File: config.mk
export PLATFORM = sky130hd
export DESIGN_NAME = lzwe_code_fifo
export DESIGN_NICKNAME = d
export VERILOG_FILES = /design/src/hw/rtl/lzwe_pkg.sv /design/src/hw/rtl/lzwe_code_fifo.sv
export SDC_FILE = /design/constraint.sdc
export NUM_CORES = 1
export LEC_CHECK = 0
export BUFFER_PORTS_ARGS = -buffer_cell sky130_fd_sc_hd__buf_2
export CAP_MARGIN = 20
export CORE_MARGIN = 8
export CORE_UTILIZATION = 30
export DETAILED_ROUTE_END_ITERATION = 6
export PLACE_DENSITY = 0.52
export SYNTH_ARGS = -nofsm -noshare
export SYNTH_HDL_FRONTEND = slang
export SYNTH_SLANG_ARGS = --single-unit
File: constraint.sdc
create_clock -name clk -period 1.92 [get_ports clk]
set_input_delay 0.384 -clock clk [delete_from_list [all_inputs] [get_ports clk]]
set_output_delay 0.384 -clock clk [all_outputs]
set_load 0.05 [all_outputs]
File: src/hw/rtl/lzwe_pkg.sv
// Shared constants and types for the LZW variable width encoder.
// No dependencies; used by every module in hw/rtl except lzwe_ram.
package lzwe_pkg;

  localparam int MAX_CODE_BITS_DEF = 13;
  localparam int DICT_ENTRIES_DEF  = 8192;

  localparam int CODE_FW  = 16;  // widest code the request carries
  localparam int WIDTH_FW = 5;   // holds a code width of up to 16
  localparam int ACC_W    = 7 + CODE_FW;
  localparam int CNT_W    = 5;

  localparam logic [CODE_FW-1:0]  CODE_CLEAR  = 16'd256;
  localparam logic [CODE_FW-1:0]  CODE_EOF    = 16'd257;
  localparam int                  CODE_FIRST  = 258;
  localparam logic [WIDTH_FW-1:0] START_WIDTH = 5'd9;
  localparam int                  START_LIMIT = 512;

  localparam logic OP_DATA = 1'b0;
  localparam logic OP_END  = 1'b1;

  // one code for the bit packer
  typedef struct packed {
    logic [CODE_FW-1:0]  code;
    logic [WIDTH_FW-1:0] width;
    logic                run_last;  // last code caused by its input request
    logic                flush;     // end of member: pad out the last byte
  } code_req_t;

endpackage

File: src/hw/rtl/lzwe_code_fifo.sv
// Short queue of code requests between the dictionary front end and the packer.
// Depends on lzwe_pkg.
module lzwe_code_fifo (
  input  logic               clk,
  input  logic               rst,
  input  logic               wr,
  input  lzwe_pkg::code_req_t wdata,
  output logic               full,
  input  logic               rd,
  output lzwe_pkg::code_req_t rdata,
  output logic               empty
);

  localparam int DEPTH = 4;

  lzwe_pkg::code_req_t slots [DEPTH];
  logic [1:0] wptr;
  logic [1:0] rptr;
  logic [2:0] count;

  assign full  = (count == 3'(DEPTH));
  assign empty = (count == 3'd0);
  assign rdata = slots[rptr];

  always_ff @(posedge clk) begin
    if (wr && !full) begin
      slots[wptr] <= wdata;
    end
  end

  always_ff @(posedge clk) begin
    if (rst) begin
      wptr  <= '0;
      rptr  <= '0;
      count <= '0;
    end else begin
      if (wr && !full) begin
        wptr <= wptr + 2'd1;
      end
      if (rd && !empty) begin
        rptr <= rptr + 2'd1;
      end
      count <= count + 3'(wr && !full) - 3'(rd && !empty);
    end
  end

`ifndef NO_ASSERTIONS
  a_no_push_full: assert property (@(posedge clk) disable iff (rst) !(wr && full))
    else $error("code push while queue full");
  a_no_pop_empty: assert property (@(posedge clk) disable iff (rst) !(rd && empty))
    else $error("code pop while queue empty");
`endif

endmodule

== Word-level counts from Yosys, hierarchy flattened ==
Memories as Yosys holds them, arrays and structs flattened. A register that Yosys moved wholly into a read port is not among the register bits.
Index checks and enable logic that the tools add are counted.
Operators by class
  reductions and logical operators: 5
  muxes and demuxes: 4
  add/sub/neg operators: 4
  equal/unequal tests: 1
Operator list (number)
  2-bit by 1-bit adder with 2-bit output (second input constant): 2
  2-bit 2-to-1 mux: 2
  3-bit by 1-bit adder with 3-bit output: 1
  3-bit equality test (second input constant): 1
  3-bit logical NOT: 1
  3-bit by 1-bit subtractor with 3-bit output: 1
  1-bit logical AND: 2
  1-bit logical NOT: 2
  1-bit 2-to-1 mux: 2
Storage, ports and cells
  logic and storage cells: 18
  input port bits: 27
  memories kept: 1
  bits in registers: 7
  RAM bits: 92
  output and inout port bits: 25
Memories
  slots: depth 4, width 23, read ports 1, clocked after Yosys merged registers in 1, wr ports 1, RTL line lzwe_code_fifo.sv:16  | lzwe_pkg::code_req_t slots [DEPTH];

== Longest topological paths before layout ==
  depth in word-level cells: 5
  gate-level depth with buffers: 10

== Least setup slack after synthesis ==
Ideal clock, no wire load.
  kind: reg-to-reg
  from: register count[2]
  to: register count[2]
  setup slack: -0.671 ns
  clock period less this slack: 2.591 ns
  arrival time: 2.466 ns
  stages on the path, launching flop included: 11
  data required time: 1.795 ns
  cells stage by stage: dfxtp_1 > nor3b_2 > nor2_1 > inv_1 > ha_1 > inv_1 > ha_1 > fa_1 > xnor2_1 > xnor2_1 > nor2_1
Between the ends
  word-level cells in the longest chain between the ends: 5
  elaborated cells between the ends (all ways): 8
  classes of those cells: add/sub (2); eq/ne (1); reduce/logical (5)
Ends and longest elaborated chain
  from (decl): RTL line lzwe_code_fifo.sv:19  | logic [2:0] count;
  from (signal assigned): RTL line lzwe_code_fifo.sv:43  | count <= count + 3'(wr && !full) - 3'(rd && !empty);
  3-bit equality test: RTL line lzwe_code_fifo.sv:21  | assign full = (count == 3'(DEPTH));
  net full: RTL line lzwe_code_fifo.sv:8  | output logic full,
  1-bit logical NOT: RTL line lzwe_code_fifo.sv:43
  1-bit logical AND: RTL line lzwe_code_fifo.sv:43
  3-bit by 1-bit adder with 3-bit output: RTL line lzwe_code_fifo.sv:43
  3-bit by 1-bit subtractor with 3-bit output: RTL line lzwe_code_fifo.sv:43
The timed path passes the listed nets, and every way through them passes these cells.
A chain may end at the register's enable or synchronous reset.

==> flow_summary.json <==
{
  "violations": "negative setup slack",
  "core_area_um2": 12500,
  "grt_pass1_wl_um": 10900,
  "required_ns": 1.54,
  "start_util_pct": 30.5,
  "syn_area_um2": 3810,
  "synth_area_leaders": "edfxtp_1 72%, mux4_2 14%, dfxtp_1 4.7%, ha_1 2.0%, buf_8 0.79%",
  "finalNetCount": 282,
  "hold_viol": 0,
  "syn_avg_cell_area_um2": 22.3,
  "synth-seq-cells": 101,
  "drv_slew": 0,
  "synth_top_cell_by_area": "edfxtp_1",
  "via_per_inst": 4.13,
  "period_minus_slack_ns": 1.97,
  "io_pins": 52,
  "p_sw_share_pct": 33.0,
  "vias": 1759,
  "p_comb_share_pct": 36.0,
  "dominantRegCellSynth": "edfxtp_1",
  "clk_latency_ns": 0.33,
  "clock_path_buffers": 2,
  "gp_congestion": 0.644,
  "ir_drop_mv": 0.701,
  "rr_startpoint": "count[2]",
  "hold_buffers": 0,
  "num_rows": 41,
  "worstMarginPinSlew_ns": 0.241,
  "endpoint_kind": "primary output",
  "grt_antenna_before_repair": 0,
  "area_delta_synth_final_pct": 28.4,
  "setup_violations": 23,
  "synth_edf_count": 92,
  "min_from": "wdata[12]",
  "tritoncts": "done",
  "yosysUniqueCellTypes": 24,
  "firstDrtPassIters": 4,
  "fin_worst_skew_ns": 0.00746,
  "ys_seq_area_share_pct": 77.2,
  "clkPwrFrac_pct": 25.0,
  "grt_use_total_pct": 8.96,
  "path_clk_slew_ns": 0.07,
  "crit_fanout": 13,
  "status": "complete, but fails checks",
  "fin_cells": 426,
  "p_leak_nw": 1.70,
  "maxSlewHeadroom_pct": 83.9,
  "cts_max_level": 3,
  "layout_setup_ws_ns": -0.0544,
  "synth_most_common_cell": "edfxtp_1",
  "fin_crit_sh_pct": 103,
  "synth_top_cell_area_share_pct": 72.4,
  "die_area_um2": 16600,
  "first_global_vias": 1967,
  "synth_common_cells": "92 x edfxtp_1, 23 x mux4_2, 9 x dfxtp_1, 8 x inv_1, 6 x ha_1",
  "wl_per_cell_um": 16.0,
  "critPathKind": "reg2out",
  "syn-num-nets": 205,
  "dp_cells": 407,
  "internal-power_mw": 4.75,
  "critPathLaunchType": "flip-flop",
  "syn-instance-count": 171,
  "grt_max_degree": 18,
  "drt-initial-drc-count": 88,
  "finalPower_mw": 7.08,
  "crit_arrival_ns": 1.59,
  "yosys_warnings": 0,
  "grt-ovfl-total": 0,
  "seqPwrFrac_pct": 38.9,
  "cts_buffers": 9,
  "maxCapViolations": 0,
  "ant_nets": 0,
  "die_w_um": 129,
  "drcViolationCount": 0,
  "min_path_type": "in2reg",
  "power_density_nw_per_um2": 1450,
  "p_switching_mw": 2.34,
  "wl_um": 6800,
  "async_flop_share_pct": 0,
  "layout-drive-gt1-share_pct": 48.2,
  "dieHeight_um": 129,
  "fmax_mhz": 506,
  "cts_sinks": 101,
  "dp_slack_ns": -0.0467,
  "clock-root-buffer": "clkbuf_16",
  "portBuffers": 51,
  "rsz0062_at_grt": "true"
}
-- layout make-up --
class,instances,area (um^2)
inverter,8,30.0
clock buffer,9,225
clock inverter,7,73.8
fill,1169,7620
multi-input combinational,56,816
antenna,1,2.50
timing repair buffer,72,582
sequential,101,2950
tap,172,215
-- worst paths after layout --
path,end,slack [ns],cells after the start
max,rdata[8],-0.05,3
min,slots[2][12],0.26,1
max reg2reg,count[2],0.01,9
min reg2reg,rptr[1],0.50,2
-- layout by cell type, fill, tap and decap left out, types with 2 or more instances in the layout --
master      n
nor2_1      3
nand2b_1    2
a21oi_1     2
clkbuf_16   9
dfxtp_1     5
edfxtp_1   92
nor2b_1     2
or3_1       2
buf_6      23
ha_1        5
buf_4      19
dfxtp_4     2
buf_12      2
inv_1       8
buf_2      28
clkinv_2    2
clkinv_4    2
mux4_2     23
o21ai_0     2
and2_1      4
dfxtp_2     2
-- flip-flops by register name, summed over array words and instances (netlist names), named ones only --
register / flops
slots: 92
count: 3
rptr: 2
wptr: 2
-- per-layer routing --
layer	wire length, um	up-vias	global-route usage [%]
met4	46	0	3.52
met3	351	4	3.10
li1	-	843	-
met2	3530	37	15.0
met1	2870	875	10.4
met5	0	-	0
-- power by group through the flow --
stage               Clock [mW]  Combinational [mW]  Sequential [mW]
finish                    1.77                2.55             2.76
global route              1.93                2.71             2.78
CTS                       1.82                2.61             2.76
detailed placement           0                2.28             2.80
global placement             0                2.28             2.79
floorplan                    0                1.72             2.78
-- logic make-up (layout without fill, tap and decap cells) --
group,after synthesis,after routing,synth area share [%]
xor gates and xnor gates,3,3,0.689
muxes,24,24,13.8
other,0,1,0
and+or+nand+nor,17,17,2.72
buffers and inverters,14,96,2.23
DFF,101,101,77.2
AOI/OAI and AO/OA,5,5,0.853
adders and majority gates,7,7,2.49
-- stage by stage --
step                      util [%]  setup TNS [ns]  hold slack, ns  cell area, um^2
after floorplan                  -          -0.608           0.459             3840
after global placement        35.4         -0.0238           0.481             4430
after detailed placement      35.4         -0.0467           0.497             4430
after CTS                     39.1           -1.40           0.251             4890
after global routing          39.1           -1.97           0.251             4890
final                         39.1          -0.597           0.264             4900
-- timing repair --
item,CTS,global route
pin swaps,6,1
endpoints found under the setup margin,24,25
setup buffers,2,0
gates resized for setup,48,0
-- worst max-delay path, stage by stage (launching register included) --
cell and delay, ns:
dfxtp_4 0.37, buf_12 0.17, mux4_2 0.54, buf_6 0.17
(Power assumes the default switching activity.)
