File: config.mk
export PLATFORM = sky130hd
export DESIGN_NAME = lzwe_packer
export DESIGN_NICKNAME = d
export VERILOG_FILES = /design/src/hw/rtl/lzwe_pkg.sv /design/src/hw/rtl/lzwe_packer.sv
export SDC_FILE = /design/constraint.sdc
export NUM_CORES = 1
export LEC_CHECK = 0
export ABC_CLOCK_PERIOD_IN_PS = 5300
export BUFFER_PORTS_ARGS = -buffer_cell sky130_fd_sc_hd__buf_2
export CORE_ASPECT_RATIO = 0.9
export CORE_UTILIZATION = 35
export CTS_CLUSTER_SIZE = 8
export DETAILED_ROUTE_END_ITERATION = 12
export PLACE_DENSITY = 0.58
export SLEW_MARGIN = 20
export SYNTH_ARGS = -nofsm -noshare
export SYNTH_HDL_FRONTEND = slang
export SYNTH_SLANG_ARGS = --single-unit
File: constraint.sdc
create_clock -name clk -period 5.3 [get_ports clk]
set_input_delay 0.265 -clock clk [delete_from_list [all_inputs] [get_ports clk]]
set_output_delay 0.265 -clock clk [all_outputs]
set_load 0.02 [all_outputs]
File: src/hw/rtl/lzwe_pkg.sv
// Shared constants and types for the LZW variable width encoder.
// No dependencies; used by every module in hw/rtl except lzwe_ram.
package lzwe_pkg;

  localparam int MAX_CODE_BITS_DEF = 13;
  localparam int DICT_ENTRIES_DEF  = 8192;

  localparam int CODE_FW  = 16;  // widest code the request carries
  localparam int WIDTH_FW = 5;   // holds a code width of up to 16
  localparam int ACC_W    = 7 + CODE_FW;
  localparam int CNT_W    = 5;

  localparam logic [CODE_FW-1:0]  CODE_CLEAR  = 16'd256;
  localparam logic [CODE_FW-1:0]  CODE_EOF    = 16'd257;
  localparam int                  CODE_FIRST  = 258;
  localparam logic [WIDTH_FW-1:0] START_WIDTH = 5'd9;
  localparam int                  START_LIMIT = 512;

  localparam logic OP_DATA = 1'b0;
  localparam logic OP_END  = 1'b1;

  // one code for the bit packer
  typedef struct packed {
    logic [CODE_FW-1:0]  code;
    logic [WIDTH_FW-1:0] width;
    logic                run_last;  // last code caused by its input request
    logic                flush;     // end of member: pad out the last byte
  } code_req_t;

endpackage

File: src/hw/rtl/lzwe_packer.sv
// Bit packer: turns queued codes into bytes LSB first, one byte a cycle while
// the result register is free, and holds that register. Depends on lzwe_pkg.
module lzwe_packer (
  input  logic                clk,
  input  logic                rst,
  input  logic                code_empty,
  input  lzwe_pkg::code_req_t code_req,
  output logic                code_rd,
  output logic                empty,
  input  logic                pop,
  output logic [7:0]          packed_byte,
  output logic                run_last,
  output logic                member_last
);

  logic [lzwe_pkg::ACC_W-1:0] acc;
  logic [lzwe_pkg::CNT_W-1:0] cnt;
  logic                       busy;
  logic                       pad;
  logic                       req_last;
  logic                       req_flush;
  logic                       out_valid;

  logic                        slot_free;
  logic                        emit;
  logic [lzwe_pkg::CNT_W-1:0]  rem;
  logic                        fin;
  logic [lzwe_pkg::CODE_FW-1:0] mask;

  assign slot_free = !out_valid || pop;
  assign emit      = (pad || busy) && slot_free;
  assign rem       = cnt - lzwe_pkg::CNT_W'(8);
  assign fin       = (rem < lzwe_pkg::CNT_W'(8));
  assign mask      = ~({lzwe_pkg::CODE_FW{1'b1}} << code_req.width);
  assign code_rd   = !busy && !pad && !code_empty;
  assign empty     = !out_valid;

  always_ff @(posedge clk) begin
    if (rst) begin
      acc       <= '0;
      cnt       <= '0;
      busy      <= 1'b0;
      pad       <= 1'b0;
      out_valid <= 1'b0;
    end else begin
      out_valid <= emit || (out_valid && !pop);
      if (pad) begin
        if (slot_free) begin
          packed_byte <= acc[7:0];
          run_last    <= 1'b1;
          member_last <= 1'b1;
          pad         <= 1'b0;
          acc         <= '0;
          cnt         <= '0;
        end
      end else if (busy) begin
        if (slot_free) begin
          packed_byte <= acc[7:0];
          acc         <= acc >> 8;
          cnt         <= rem;
          run_last    <= fin && req_last && !(req_flush && (rem != '0));
          member_last <= fin && req_flush && (rem == '0);
          if (fin) begin
            busy <= 1'b0;
            pad  <= req_flush && (rem != '0);
          end
        end
      end else if (!code_empty) begin
        acc       <= acc | (lzwe_pkg::ACC_W'(code_req.code & mask) << cnt);
        cnt       <= cnt + lzwe_pkg::CNT_W'(code_req.width);
        req_last  <= code_req.run_last;
        req_flush <= code_req.flush;
        busy      <= 1'b1;
      end
    end
  end

`ifndef NO_ASSERTIONS
  a_pending_short: assert property (@(posedge clk) disable iff (rst)
    (!busy && !pad) |-> (cnt < lzwe_pkg::CNT_W'(8)))
    else $error("whole byte left pending between codes");
  a_pad_after_flush: assert property (@(posedge clk) disable iff (rst)
    $rose(pad) |-> (req_flush && (cnt != '0)))
    else $error("pad byte without end of member");
`endif

endmodule

---- Yosys cells after proc, flatten, opt, wreduce, memory -nomap -nowiden ----
Index checks and enable logic that the tools add are counted.
operators by class
  add/sub/neg operators ................... 2
  shift operators ......................... 2
  div/mod/pow operators ................... 0
  multiply operators ...................... 0
  mux-type cells .......................... 29
  bitwise logic cells ..................... 7
  equality and inequality tests ........... 3
  reductions and logical operators ........ 25
  magnitude comparators ................... 1
operators by type and width
  kind                                                        number
  2-to-1 mux 23 bit                                           5
  2-to-1 mux 5 bit                                            5
  2-to-1 mux 8 bit                                            3
  bitwise OR 23 bit                                           1
  left shift 16 x 5 -> 23 bit                                 1
  bitwise AND 16 bit                                          1
  2-to-1 mux 1 bit                                            16
  inverter 16 bit                                             1
  left shift 16 x 5 -> 16 bit, first input constant           1
  logical AND 1 bit                                           9
  logical NOT 1 bit                                           6
  AND reduction 3 bit                                         2
  adder 5 bit                                                 1
  logical NOT 5 bit                                           1
  less-than comparator 5 x 4 -> 1 bit, second input constant  1
  nonzero test 5 bit                                          1
  subtractor 5 x 4 -> 5 bit, second input constant            1
  != test 2 x 1 -> 1 bit, second input constant               2
  inverter 1 bit                                              4
  AND reduction 4 bit                                         1
  logical OR 1 bit                                            3
  != test 3 x 1 -> 1 bit, second input constant               1
  AND reduction 2 bit                                         1
  nonzero test 2 bit                                          1
word-level totals
  memory bits (writable) .................. 0
  memories kept ........................... 0
  word-level logic and storage cells ...... 79
  memory bits (read-only) ................. 0
  latch bits .............................. 0
  output and inout port bits .............. 12
  flip-flop bits (word level) ............. 43

---- Longest topological paths before layout ----
  word-level depth ........................ 8
  mapped depth ............................ 8

---- Worst setup path after synthesis ----
No wires, ideal clock.
  path type ............................... input-to-reg
  start point ............................. input port code_req[2] in the netlist's numbering
  end point ............................... register acc[5] in the netlist's numbering
  stages .................................. 7
  arrival ................................. 1793 ps
  required time ........................... 5166 ps
  setup slack ............................. 3373 ps
  buffers on the path ..................... 1
  setup time .............................. 134 ps
  cells stage by stage .................... buf_2 a2111o_1 and4_1 a221o_1 mux2_2 a211oi_2 nor4_1
on the way
  longest elaborated chain between the ends .. 8
ends and longest elaborated chain
  element                      line               source
  from (decl)                  lzwe_packer.sv:7   input lzwe_pkg::code_req_t code_req,
  left shift 16 x 5 -> 16 bit  lzwe_packer.sv:34  assign mask = ~({lzwe_pkg::CODE_FW{1'b1}} << code_req.width);
  inverter 16 bit              lzwe_packer.sv:34
  bitwise AND 16 bit           lzwe_packer.sv:69  acc <= acc | (lzwe_pkg::ACC_W'(code_req.code & mask) << cnt);
  left shift 16 x 5 -> 23 bit  lzwe_packer.sv:69
  bitwise OR 23 bit            lzwe_packer.sv:69
  2-to-1 mux 23 bit            lzwe_packer.sv:68  end else if (!code_empty) begin
  2-to-1 mux 23 bit            lzwe_packer.sv:56  end else if (busy) begin
  2-to-1 mux 23 bit            lzwe_packer.sv:47  if (pad) begin
  to (signal assigned)         lzwe_packer.sv:59  acc <= acc >> 8;
  to (signal assigned)         lzwe_packer.sv:69
  to (decl)                    lzwe_packer.sv:16  logic [lzwe_pkg::ACC_W-1:0] acc;
Every way passes these cells. The select of a mux whose other input is x is not followed.
A chain may end at the register's enable or synchronous reset.

---- Worst setup path after layout ----
  start point ............................. register busy
  end point ............................... register acc[0] in the netlist's numbering
on the way
  longest elaborated chain between the ends .. 2
  elaborated cells between the ends (all ways) .. 5
ends and longest elaborated chain
  element                                                                           line               source
  from (decl)                                                                       lzwe_packer.sv:18  logic busy;
  from (signal assigned)                                                            lzwe_packer.sv:42  busy <= 1'b0;
  from (signal assigned)                                                            lzwe_packer.sv:64  busy <= 1'b0;
  from (signal assigned)                                                            lzwe_packer.sv:73  busy <= 1'b1;
  != test 3 x 1 -> 1 bit (no source line), or another cell as far along             -
  AND reduction 3 bit (no source line) / 2-to-1 mux 23 bit (equally long branches)  -
Several ways; a longest one is shown, not always the timed one.

==> impl_metrics.yaml <==
drt:
  wl_per_cell_um: 17.4
  ant_nets: 0
  drt_pass1_iterations: 5
  drc: 0
  vias_per_cell: 5.91
  dr.first_iter.drc_count: 303
  vias: 3189
  wirelength_mm: 9.39
min_path:
  min_path_cells: 1
  min-delay-start: "code_req[1]"
  min_path_type: "primary input to register"
  worstHoldEndpoint: "req_last$_DFFE_PP_"
pwr:
  pwr-share-comb_pct: 34.4
  p_leak_nw: 1.33
  power_density_mw_per_mm2: 311
  switching_share_pct: 35.6
  switching_power_uw: 395
  p_seq_share_pct: 38.4
  irDropWorstVdd_v: 0.000176
  internal-power_uw: 715
  clkPwrFrac_pct: 27.2
finish:
  area_delta_synth_final_pct: 11.3
  multi_input_area_mm2: 0.00202
  fin_util_pct: 40.9
  drive_above_1_share_pct: 16.2
  most-common-layout-cells: "nor2_1, buf_2, a21oi_1"
  diodes: 0
  layout.nets: 453
  design_area_mm2: 0.00357
  stdcell_count: 540
  fillers: 952
  seqCellArea_um2: 981
  layout_commonest_cell: "nor2_1"
timing:
  fin_crit_ns: 2.65
  relSlewSlack_pct: 37.7
  slew_viol_final: 0
  setup_viol: 0
  tightest_slew_ns: 0.925
  rsz0062_at_grt: "false"
  skew_ns: 0.00673
  maxClockFrequency_ghz: 0.377
  timing.final.hold_violations: 0
  fin_tns_setup_ns: 0
  period_share_pct: 50.0
clock_tree:
  cts_tree: "built"
  cts_resized: 0
  clkSinkCount: 43
  cts.clk_slew.worst_paths_ns: 0.08
  htreeDepth: 2
  clock_tree.buffer_depth: 2
  cts-root-buf: "clkbuf_8"
  cts_setup_buffers: 0
  holdBufCountCts: 0
  worst_skew_pair.late_latency_ns: 0.29
  cts_buffers: 5
critical_path:
  crit_chain: "nor2_1 > nand2_1 > a21boi_1 > nor2_1 > a2111oi_0"
  end_kind: "register"
  crit_type: "register to register"
  r2r_start: "busy$_SDFFE_PP0N_"
  reg2reg_to: "acc[0]$_SDFFE_PP0P_"
  crit_buf_inv: 0
  crit_path_max_fanout: 27
  crit_family: "compound AO/OA/AOI/OAI gates"
  critPathArrivalTime_ns: 2.82
  worst_path_max_delay_cell: "dfxtp_1"
  cp_slowest_stage_delay_ns: 0.92
  r2r_slack_ns: 2.65
  start_kind: "register"
  required_ns: 5.47
  crit_path_frequent_cell: "nor2_1"
  reg2regPathDepth: 5
global_route:
  grt_start_max_net_pins: 40
  grt_pass1_vias: 3051
  grt_pass1_wl_mm: 15.4
  grt.overflow.total: 0
  track_usage_pct: 20.7
  antenna_found_initial: 0
synthesis:
  ys_seq_area_share_pct: 30.6
  synthArstFlopShare_pct: 0
  synth_top_flop_cell: "dfxtp_1"
  yosysTopAreaCell: "dfxtp_1"
  syn_area_mm2: 0.00321
  synth_warnings: 0
  ys_ff_latch: 43
  syn-num-nets: 435
  synth_cells: 402
  synth.distinct_cells: 77
  synth_top_area_share_pct: 19.3
  ys_top_cells_by_area: "dfxtp_1, edfxtp_1, nor2_1"
  avgSynthCellArea_um2: 7.98
  synth_edf_count: 12
floorplan:
  die_h_um: 92.8
  row_count: 32
  initial_core_util_pct: 36.8
  ioPinCount: 39
  fp.dieW_um: 103
  coreArea_mm2: 0.00873
  die_area_mm2: 0.00955
placed_design:
  port_buffers: 38
  dp_hpwl_mm: 6.87
  gp_congestion: 0.877
  dp_cells: 532
  post_dp_cell_area_mm2: 0.00344
run_status:
  status: "finished, final reports clean"
run:
  cap_viol_max_count: 0
[power by group through the flow]
| stage | registers (mW) | logic, mW | clock network, mW |
|---|---|---|---|
| global placement | 0.432 | 0.374 | 0 |
| global route | 0.433 | 0.422 | 0.323 |
| CTS | 0.425 | 0.379 | 0.308 |
| finish | 0.426 | 0.382 | 0.302 |
| floorplan | 0.412 | 0.293 | 0 |
| detailed placement | 0.432 | 0.377 | 0 |
[worst register-to-register path: stages, from the launching register on]
cell,delay (ns)
dfxtp_1,0.92
nor2_1,0.30
nand2_1,0.16
a21boi_1,0.68
nor2_1,0.07
a2111oi_0,0.40
[how the worst max path moves through the flow]
stage | from | endpoint | depth (start not counted)
2_1_floorplan | code_req[2] | acc[5]$_SDFFE_PP0P_ | 7
3_3_place_gp | busy$_SDFFE_PP0N_ | acc[0]$_SDFFE_PP0P_ | 5
3_5_place_dp | busy$_SDFFE_PP0N_ | acc[0]$_SDFFE_PP0P_ | 5
4_1_cts | busy$_SDFFE_PP0N_ | acc[0]$_SDFFE_PP0P_ | 5
5_1_grt | busy$_SDFFE_PP0N_ | acc[0]$_SDFFE_PP0P_ | 5
6_report | busy$_SDFFE_PP0N_ | acc[0]$_SDFFE_PP0P_ | 5
[metal layers]
metal	GRT usage, %	part of all wire [%]	up-vias	wire [um]
met5	0	0	-	0
met3	2.79	5.1	10	475
met2	33.8	48	92	4540
met1	28.8	46	1520	4290
met4	4.46	0.82	0	77
li1	-	-	1567	-
[synthesized netlist by cell type (4+ instances only)]
| cell type | n |
|---|---|
| nor4_1 | 6 |
| o21ai_1 | 6 |
| a211oi_1 | 21 |
| a21oi_1 | 32 |
| a31oi_1 | 7 |
| o21ai_0 | 16 |
| nor2b_1 | 5 |
| nor3_1 | 16 |
| nor2_1 | 46 |
| and3_1 | 4 |
| mux2i_1 | 6 |
| nand3_1 | 10 |
| nand2b_1 | 9 |
| inv_1 | 14 |
| buf_2 | 6 |
| o211ai_1 | 5 |
| ha_1 | 5 |
| nand2_1 | 28 |
| edfxtp_1 | 12 |
| dfxtp_1 | 31 |
| buf_1 | 7 |
| o22ai_1 | 5 |
| clkbuf_1 | 16 |
| a221oi_1 | 4 |
[metrics by stage]
step / hold WS (ns) / total power, mW / setup WS [ns]
2_1_floorplan: 0.364 / 0.704 / 3.37
3_3_place_gp: 0.443 / 0.806 / 2.82
3_5_place_dp: 0.439 / 0.810 / 2.67
4_1_cts: 0.141 / 1.11 / 2.69
5_1_grt: 0.133 / 1.18 / 2.38
6_report: 0.149 / 1.11 / 2.65
[layout make-up]
class                           count  share of cell area (%)
Tap cell                          119                    4.17
Clock buffer                        6                    2.03
Multi-Input combinational cell    311                    56.5
Sequential cell                    43                    27.5
Timing Repair Buffer               44                    6.59
Clock inverter                      2                    1.68
Inverter                           15                    1.58
[cells by family after synthesis]
group / Yosys count / share of synthesized area, %
and+or+nand+nor: 139 / 21.1
buffers and inverters: 48 / 6.55
AOI/OAI and AO/OA: 152 / 34.5
xor gates and xnor gates: 4 / 1.09
adders and majority gates: 6 / 2.57
DFF: 43 / 30.6
muxes: 10 / 3.63
[flip-flops by register name, summed over array words and instances, names as in the netlist]
| signal | count |
|---|---|
| req_flush | 1 |
| out_valid | 1 |
| req_last | 1 |
| cnt | 5 |
| acc | 23 |
| run_last | 1 |
| pad | 1 |
| member_last | 1 |
| packed_byte | 8 |
| busy | 1 |
Power figures use the tool's default switching activity.
